## config.mk

```make
export PLATFORM = sky130hd
export DESIGN_NAME = minutia_triangle_code
export DESIGN_NICKNAME = d
export VERILOG_FILES = /design/src/design/mtc_pkg.sv /design/src/design/mtc_isqrt.sv /design/src/design/mtc_datapath.sv /design/src/design/mtc_ctrl.sv /design/src/design/minutia_triangle_code.sv
export SDC_FILE = /design/constraint.sdc
export NUM_CORES = 2
export LEC_CHECK = 0
export BUFFER_PORTS_ARGS = -buffer_cell sky130_fd_sc_hd__buf_2
export CAP_MARGIN = 25
export CELL_PAD_IN_SITES_DETAIL_PLACEMENT = 0
export CELL_PAD_IN_SITES_GLOBAL_PLACEMENT = 1
export CORE_ASPECT_RATIO = 1.4
export CORE_MARGIN = 3
export CORE_UTILIZATION = 43
export CTS_CLUSTER_SIZE = 10
export DETAILED_ROUTE_END_ITERATION = 6
export PLACE_DENSITY_LB_ADDON = 0.1
export REMOVE_ABC_BUFFERS = 1
export SYNTH_ARGS = -nofsm -noshare
export SYNTH_HDL_FRONTEND = slang
export SYNTH_SLANG_ARGS = --single-unit
export TNS_END_PERCENT = 5
```

## constraint.sdc

```tcl
create_clock -name clk -period 8.6 [get_ports clk]
set_input_delay 1.29 -clock clk [delete_from_list [all_inputs] [get_ports clk]]
set_output_delay 1.29 -clock clk [all_outputs]
set_load 0.1 [all_outputs]
```

## src/design/mtc_pkg.sv

```systemverilog
// package for the minutia triangle code block
// widths, store depth and code constants; no dependencies
`default_nettype none
package mtc_pkg;
  localparam int MaxPoints = 64;
  localparam int IdxBits = 6;
  localparam int CntBits = 7;
  localparam int CoordBits = 10;
  localparam int AngBits = 9;
  localparam int SqBits = 2 * CoordBits + 1;
  localparam int RootBits = CoordBits + 1;
  localparam logic [SqBits-1:0] NoneSq = SqBits'(1000000);

  typedef struct packed {
    logic load;
    logic scan_start;
    logic scan_step;
    logic sel_fetch;
    logic sqrt_start;
    logic finish;
    logic clear;
  } mtc_cmd_t;

  typedef struct packed {
    logic scan_last;
    logic sqrt_done;
    logic sqrt_sel_done;
  } mtc_stat_t;
endpackage
`default_nettype wire

```

## src/design/mtc_isqrt.sv

```systemverilog
// bit-serial integer square root, one result bit per cycle
// depends on mtc_pkg
`default_nettype none
module mtc_isqrt (
  input  wire logic clk,
  input  wire logic rst,
  input  wire logic start,
  input  wire logic [mtc_pkg::SqBits-1:0] value,
  output logic done,
  output logic [mtc_pkg::RootBits-1:0] root
);
  import mtc_pkg::*;
  localparam int RemBits = SqBits + 2;
  localparam int StepBits = $clog2(RootBits + 1);
  logic [2*RootBits-1:0] rad;
  logic [RemBits-1:0] rem;
  logic [StepBits-1:0] steps;
  logic busy;
  logic [RemBits-1:0] rem_shift;
  logic [RemBits-1:0] trial;

  always_comb begin
    rem_shift = {rem[RemBits-3:0], rad[2*RootBits-1 -: 2]};
    trial = {{(RemBits-RootBits-2){1'b0}}, root, 2'b01};
  end

  always_ff @(posedge clk) begin
    if (rst) begin
      busy <= 1'b0;
      done <= 1'b0;
    end else begin
      done <= 1'b0;
      if (start) begin
        busy <= 1'b1;
        rad <= (2*RootBits)'(value);
        rem <= '0;
        root <= '0;
        steps <= StepBits'(RootBits);
      end else if (busy) begin
        rad <= {rad[2*RootBits-3:0], 2'b00};
        if (rem_shift >= trial) begin
          rem <= rem_shift - trial;
          root <= {root[RootBits-2:0], 1'b1};
        end else begin
          rem <= rem_shift;
          root <= {root[RootBits-2:0], 1'b0};
        end
        steps <= steps - 1'b1;
        if (steps == StepBits'(1)) begin
          busy <= 1'b0;
          done <= 1'b1;
        end
      end
    end
  end
endmodule
`default_nettype wire

```

## src/design/mtc_datapath.sv

```systemverilog
// point stores, neighbor scan, roots and code packing
// depends on mtc_pkg and mtc_isqrt
`default_nettype none
module mtc_datapath (
  input  wire logic clk,
  input  wire logic rst,
  input  wire mtc_pkg::mtc_cmd_t cmd,
  input  wire logic [9:0] pos_x,
  input  wire logic [9:0] pos_y,
  input  wire logic [8:0] angle,
  output mtc_pkg::mtc_stat_t stat,
  output logic [15:0] code,
  output logic [5:0] point_index,
  output logic last_code
);
  import mtc_pkg::*;
  logic [CoordBits-1:0] xs [MaxPoints];
  logic [CoordBits-1:0] ys [MaxPoints];
  logic [AngBits-1:0] as [MaxPoints];
  logic [CntBits-1:0] count;
  logic [IdxBits-1:0] p, i, i0, i1;
  logic [IdxBits-1:0] ri;
  logic [CntBits-1:0] i_cnt;
  logic [CoordBits-1:0] px, py, rx, ry, n0x, n0y;
  logic [AngBits-1:0] pa, ra, a0r, a1r;
  logic [SqBits-1:0] b0, b1, sq;
  logic rvalid;
  logic [1:0] sel;
  logic [RootBits-1:0] f0, f1, f2, root;
  logic sq_start, sq_done;
  logic [SqBits-1:0] sq_in;
  logic [CoordBits-1:0] dx, dy;
  logic [2*CoordBits-1:0] mx, my;
  logic mvalid;
  logic [IdxBits-1:0] mi;
  logic [CoordBits-1:0] ex, ey;
  logic [2*CoordBits-1:0] ex_sq, ey_sq;

  always_comb begin
    dx = (rx > px) ? rx - px : px - rx;
    dy = (ry > py) ? ry - py : py - ry;
    ex = (rx > n0x) ? rx - n0x : n0x - rx;
    ey = (ry > n0y) ? ry - n0y : n0y - ry;
    ex_sq = ex * ex;
    ey_sq = ey * ey;
    sq = SqBits'(mx) + SqBits'(my);
  end

  always_ff @(posedge clk) begin
    if (cmd.load && count != CntBits'(MaxPoints)) begin
      xs[count[IdxBits-1:0]] <= pos_x[CoordBits-1:0];
      ys[count[IdxBits-1:0]] <= pos_y[CoordBits-1:0];
      as[count[IdxBits-1:0]] <= angle;
    end
    rx <= xs[i];
    ry <= ys[i];
    ra <= as[i];
    ri <= i;
  end

  always_ff @(posedge clk) begin
    if (rst) begin
      count <= '0;
      rvalid <= 1'b0;
      mvalid <= 1'b0;
      p <= '0;
    end else begin
      if (cmd.clear) count <= '0;
      else if (cmd.load && count != CntBits'(MaxPoints)) count <= count + 1'b1;
      rvalid <= cmd.scan_step;
      mvalid <= rvalid;
      mi <= ri;
      mx <= dx * dx;
      my <= dy * dy;
      if (cmd.scan_start) begin
        i <= '0;
        i_cnt <= '0;
        b0 <= NoneSq;
        b1 <= NoneSq;
        i0 <= '0;
        i1 <= '0;
      end else if (cmd.scan_step) begin
        i <= i + 1'b1;
        i_cnt <= i_cnt + 1'b1;
      end else if (cmd.sel_fetch) begin
        i <= i0;
      end else if (cmd.sqrt_start) begin
        i <= i1;
      end
      if (cmd.scan_start) begin
        px <= xs[p];
        py <= ys[p];
        pa <= as[p];
      end
      if (mvalid && !cmd.scan_start) begin
        if (mi != p && sq != '0 && sq < b1) begin
          if (sq < b0) begin
            b0 <= sq; i0 <= mi; b1 <= b0; i1 <= i0;
          end else begin
            b1 <= sq; i1 <= mi;
          end
        end
      end
      if (cmd.finish) p <= cmd.clear ? '0 : p + 1'b1;
    end
  end

  // neighbor fetch sequencing for roots: sel 0 b0, 1 b1, 2 d2
  always_ff @(posedge clk) begin
    if (rst) begin
      sel <= '0;
      sq_start <= 1'b0;
    end else begin
      sq_start <= 1'b0;
      if (cmd.sqrt_start) begin
        sel <= 2'd0;
        sq_in <= b0;
        sq_start <= 1'b1;
        n0x <= rx;
        n0y <= ry;
        a0r <= ra;
      end else if (sq_done) begin
        unique case (sel)
          2'd0: begin
            f0 <= root; sel <= 2'd1; sq_in <= b1; sq_start <= 1'b1;
            a1r <= ra;
          end
          2'd1: begin
            f1 <= root; sel <= 2'd2; sq_start <= 1'b1;
            sq_in <= SqBits'(ex_sq) + SqBits'(ey_sq);
          end
          default: begin
            f2 <= root; sel <= 2'd3;
          end
        endcase
      end
    end
  end

  mtc_isqrt u_sqrt (.clk(clk), .rst(rst), .start(sq_start), .value(sq_in),
    .done(sq_done), .root(root));

  logic [9:0] s0, s1, s2, t0, t1, td;
  logic [12:0] q0s, q1s;
  logic [29:0] q0m, q1m, q2m;
  logic [2:0] q0, q1, q2, g0, g1;
  logic cbit;
  function automatic logic [9:0] adiff(input logic [AngBits-1:0] a, input logic [AngBits-1:0] b);
    adiff = (a > b) ? 10'(a - b) : 10'(b - a);
  endfunction
  function automatic logic [9:0] fraw(input logic [9:0] s);
    fraw = (s > 10'd180) ? 10'd360 - s : s;
  endfunction
  // low three bits of floor(v / 45) by reciprocal multiply, exact for v up to 540
  function automatic logic [2:0] fang(input logic [9:0] s);
    logic [9:0] f;
    logic [10:0] v;
    logic [21:0] m;
    f = fraw(s);
    v = 11'd360 + {f[9], f};
    m = {11'd0, v} * 22'd1457;
    fang = m[18:16];
  endfunction

  always_comb begin
    s0 = adiff(a0r, pa);
    s1 = adiff(a1r, pa);
    s2 = adiff(a0r, a1r);
    t0 = fraw(s0);
    t1 = fraw(s1);
    td = ($signed(t0) > $signed(t1)) ? t0 - t1 : t1 - t0;
    cbit = (td != s2);
    g0 = fang(s0);
    g1 = fang(s1);
    q0s = 13'(f0) + 13'd60;
    q1s = 13'(f1) + 13'd55;
    // divide by 10 and 20 through a reciprocal multiply
    q0m = 30'(q0s) * 30'd52429;
    q1m = 30'(q1s) * 30'd52429;
    q2m = 30'(f2) * 30'd52429;
    q0 = q0m[21:19];
    q1 = q1m[21:19];
    q2 = q2m[22:20];
    stat.scan_last = (i_cnt == count - 1'b1) && cmd.scan_step;
    stat.sqrt_done = sq_done && sel == 2'd2;
    stat.sqrt_sel_done = (p == count[IdxBits-1:0] - 1'b1) ||
      (count == CntBits'(MaxPoints) && p == IdxBits'(MaxPoints-1));
  end

  always_ff @(posedge clk) begin
    if (cmd.finish) begin
      code <= {q0, q1, q2, g0, g1, cbit};
      point_index <= p;
      last_code <= stat.sqrt_sel_done;
    end
  end
endmodule
`default_nettype wire

```

## src/design/mtc_ctrl.sv

```systemverilog
// sequencer: load, scan, root phases and result strobe
// depends on mtc_pkg
`default_nettype none
module mtc_ctrl (
  input  wire logic clk,
  input  wire logic rst,
  input  wire logic start,
  input  wire logic last_point,
  input  wire mtc_pkg::mtc_stat_t stat,
  output mtc_pkg::mtc_cmd_t cmd,
  output logic busy,
  output logic valid
);
  import mtc_pkg::*;
  typedef enum logic [2:0] {IDLE, SETUP, SCAN, DRAIN, FETCH, ROOT, EMIT} state_t;
  state_t state;
  logic [1:0] wait_cnt;

  always_comb begin
    cmd = '0;
    cmd.load = start && !busy;
    cmd.scan_start = state == SETUP;
    cmd.scan_step = state == SCAN;
    cmd.sel_fetch = state == DRAIN && wait_cnt == 2'd3;
    cmd.sqrt_start = state == FETCH && wait_cnt == 2'd1;
    cmd.finish = state == EMIT;
    cmd.clear = state == EMIT && stat.sqrt_sel_done;
  end

  always_ff @(posedge clk) begin
    if (rst) begin
      state <= IDLE;
      busy <= 1'b0;
      valid <= 1'b0;
      wait_cnt <= '0;
    end else begin
      valid <= 1'b0;
      unique case (state)
        IDLE: if (start && last_point) begin
          state <= SETUP; busy <= 1'b1;
        end
        SETUP: state <= SCAN;
        SCAN: if (stat.scan_last) begin
          state <= DRAIN; wait_cnt <= '0;
        end
        DRAIN: begin
          wait_cnt <= wait_cnt + 1'b1;
          if (wait_cnt == 2'd3) begin
            state <= FETCH; wait_cnt <= '0;
          end
        end
        FETCH: begin
          wait_cnt <= wait_cnt + 1'b1;
          if (wait_cnt == 2'd1) state <= ROOT;
        end
        ROOT: if (stat.sqrt_done) state <= EMIT;
        EMIT: begin
          valid <= 1'b1;
          if (stat.sqrt_sel_done) begin
            state <= IDLE; busy <= 1'b0;
          end else state <= SETUP;
        end
        default: state <= IDLE;
      endcase
    end
  end

`ifndef SYNTHESIS
  a_valid_busy: assert property (@(posedge clk) disable iff (rst) valid |-> $past(busy))
    else $error("strobe outside a run");
  a_emit_once: assert property (@(posedge clk) disable iff (rst)
    valid |=> !valid) else $error("double strobe");
  a_no_load: assert property (@(posedge clk) disable iff (rst)
    state != IDLE |-> busy) else $error("busy low in run");
`endif
endmodule
`default_nettype wire

```

## src/design/minutia_triangle_code.sv

```systemverilog
// top level of the minutia triangle code block
// depends on mtc_pkg, mtc_ctrl, mtc_datapath
// channel  | handshake      | payload
// in       | start, busy    | pos_x pos_y angle last_point
// out      | valid strobe   | code point_index last_code
// each point is one beat; a last_point beat starts the code run
// per code: setup, a scan over all n points, scan drain, neighbor fetch,
// three bit-serial roots and emit
// busy stays high for the whole run; results cannot be stalled
// synchronous reset empties the point set
`default_nettype none
module minutia_triangle_code (
  input  wire logic clk,
  input  wire logic rst,
  input  wire logic start,
  output logic busy,
  input  wire logic [9:0] pos_x,
  input  wire logic [9:0] pos_y,
  input  wire logic [8:0] angle,
  input  wire logic last_point,
  output logic valid,
  output logic [15:0] code,
  output logic [5:0] point_index,
  output logic last_code
);
  import mtc_pkg::*;
  mtc_cmd_t cmd;
  mtc_stat_t stat;
  mtc_ctrl u_ctrl (.clk(clk), .rst(rst), .start(start), .last_point(last_point),
    .stat(stat), .cmd(cmd), .busy(busy), .valid(valid));
  mtc_datapath u_dp (.clk(clk), .rst(rst), .cmd(cmd), .pos_x(pos_x), .pos_y(pos_y),
    .angle(angle), .stat(stat), .code(code), .point_index(point_index),
    .last_code(last_code));
endmodule
`default_nettype wire
```

==> metrics.yaml <==
status: "complete, but fails checks"
violations: "setup timing"
post-synth-top-area-cell: "edfxtp_1"
root_buffer: "clkbuf_16"
dpl_cell_area_mm2: 0.137
grt_overflow: 0
worstMarginPinSlew_ns: 1.06
cts_buffer_depth: 4
setup_ws_ns: -0.221
synth_area_leaders: "edfxtp_1 (50%), mux4_2 (21%), ha_1 (6.7%)"
gr-usage-all-layers: 0.247
die_x_um: 470
final_cell_mix: "edfxtp_1 (2169), mux4_2 (1189), inv_1 (812)"
rrSetupSlack_ns: -0.22
synth_top_area_frac: 0.503
avgSynthCellArea_um2: 16.1
synthFlopType: "edfxtp_1"
rsz0062_at_grt: "true"
grt_start_max_net_pins: 120
hold_violations: 0
synth.distinct_cells: 101
drt_iter0_drc: 6293
final_common_cell: "edfxtp_1"
cp.buffers_inverters: 9
synthCells: 8057
antenna_found_initial: 34
tns_ns: -1.41
yosys_warnings: 0
yosysSeqAreaShare: 0.513
cp_max_fo: 4
worstPathRequired_ns: 9.14
globalplace.congestion: 0.837
yosys_register_bits: 2231
holdCritStartpoint: "u_dp.ri[3]"
slew_headroom: 0.291
finalMaxSlewViolations: 0
fin_nets: 9607
clkSlewWorstSetupHoldPaths_ns: 0.05
die_h_um: 655
ant_nets: 0
area_growth_pct: 12.8
wirelength_mm: 378
cts_buffers: 271
start_util: 0.433
endpoint_kind: "flip-flop"
row_count: 237
viasPerCell: 5.97
post-route-min-period_ns: 8.82
cp-start-kind: "flip-flop"
finClkSkew_ns: 0.0799
max_freq_ghz: 0.113
wire_per_inst_um: 30.2
grt_pass1_vias: 80700
htree_levels: 5
dp_hpwl_mm: 241
crit_top_cell: "fa_1"
drv.max_cap_violation_count: 0
cp_top_family: "adder cells"
num_vias: 74800
cp_slowest_cell: "fa_2"
synth_edf_count: 2169
fin_util: 0.489
fin_crit_sh: 1.03
dr.pass1.iters: 5
design_area_mm2: 0.146
core_mm2: 0.299
drc: 0
slowest_delay_ns: 0.52
cts_tree: "built"
ios: 58
r2r_start: "u_dp.rx[0]"
drive_gt1_frac: 0.274
die-area_mm2: 0.308
min_path_type: "reg -> reg"
portBuffers: 57
grt_pass1_wl_mm: 555
crit_type: "reg -> reg"
cts.sinks: 2231
fillers: 25100
synthArstFlopShare: 0
setup_viol_count_final: 8
synth_area_mm2: 0.129
arrival_ns: 9.36
clk_latency_ns: 0.89
crit_path_start: "u_dp.rx[0]"
==> cell usage after synthesis, types with 12 or more instances <==
cell      count
inv_1       822
mux2_2       68
o31a_1       12
mux2i_1     114
clkbuf_1    269
a211oi_1     55
o21a_1       34
nand3_1      84
mux4_2     1189
buf_1       102
a221oi_1     17
nor3_1       82
and3_1       23
or2_2        40
or3_1        16
dfxtp_1      62
o21bai_1     31
xor2_1       85
a21oi_1     227
a31oi_1      29
nor2b_1      39
nand2b_1     48
buf_2        16
ha_1        697
edfxtp_1   2169
o21ai_0     147
o211ai_1     16
a21o_1      108
nand4_1      32
a21boi_0     13
and2_1       32
nand2_1     197
fa_1        408
nor4_1       17
nor2_1      389
xnor2_1     181
o31ai_1      12
==> per-layer routing <==
| layer | up-vias | GRT usage | part of all wire |
|---|---|---|---|
| met1 | 40000 | 0.300 | 0.38 |
| met4 | 12 | 0.0730 | 0.031 |
| met5 | - | 0 | 0.00022 |
| met2 | 2077 | 0.459 | 0.54 |
| li1 | 32200 | - | - |
| met3 | 620 | 0.0296 | 0.047 |
==> kinds of logic (layout without fill, tap and decap cells) <==
family                   Yosys count  after routing  share of synthesized area
AO/OA/AOI/OAI                    813            813                     0.0419
XOR/XNOR                         268            268                     0.0183
adder cells (fa/ha/maj)         1105           1105                      0.130
buffers and inverters           1220           1737                     0.0360
flip-flops                      2231           2231                      0.513
multiplexers                    1373           1373                      0.222
other                              0             12                          0
AND/OR/NAND/NOR                 1047           1047                     0.0387
==> worst reg2reg max path, delay by kind of cell, from the launching register on <==
family,cells,cell delay [ns]
buf+inv,9,0.71
mux,1,0.26
simple gates,6,0.63
xor+xnor,2,0.38
flops,1,0.32
fa+ha+maj,10,3.95
compound gates,11,2.28
==> worst paths after layout <==
kind         depth (start not counted)        endpoint
max reg2reg                         39  u_dp.sq_in[18]
max                                 39  u_dp.sq_in[18]
min reg2reg                          0      u_dp.mi[3]
min                                  0      u_dp.mi[3]
==> final cells by class <==
class                      instances  area [um^2]  area share
timing repair buffer             535         4530      0.0310
inverter                         824         3100      0.0212
sequential                      2231        66400       0.455
multi-input combinational       4606        59400       0.407
tap                             3943         4930      0.0338
antenna                           12         30.0    0.000206
clock buffer                     352         7250      0.0497
clock inverter                    26          352     0.00241
==> metrics by stage <==
stage	setup slack, ns	std cells	hold slack, ns
2_1_floorplan	-12.88	7661	0.386
3_3_place_gp	-0.934	12100	0.386
3_5_place_dp	-1.01	12100	0.389
4_1_cts	-0.623	12500	0.402
5_1_grt	-0.663	12500	0.407
6_report	-0.221	12500	0.401
==> sequential cells by signal, indices dropped and copies added, names as in the netlist, 10 cells and up <==
signal            count
u_dp.as             576
u_dp.xs             640
u_dp.f0              11
u_dp.f1              11
u_dp.n0x             10
u_dp.sq_in           21
u_dp.b0              21
u_dp.px              10
u_dp.mx              19
u_dp.my              19
u_dp.u_sqrt.rem      21
u_dp.py              10
u_dp.f2              11
u_dp.b1              21
u_dp.code            16
u_dp.u_sqrt.root     11
u_dp.ys             640
u_dp.ry              10
u_dp.rx              10
u_dp.n0y             10
u_dp.u_sqrt.rad      22
==> repair_timing <==
action                     in CTS  in global routing
setup endpoints to repair      13                 29
pin swaps                      47                 49
hold buffers                    0                  0
buffers inserted                9                  7
gates resized for setup        45                 70
Power is not shown: default switching activity piles up to over one toggle a cycle in this logic, so the estimate is an artifact.
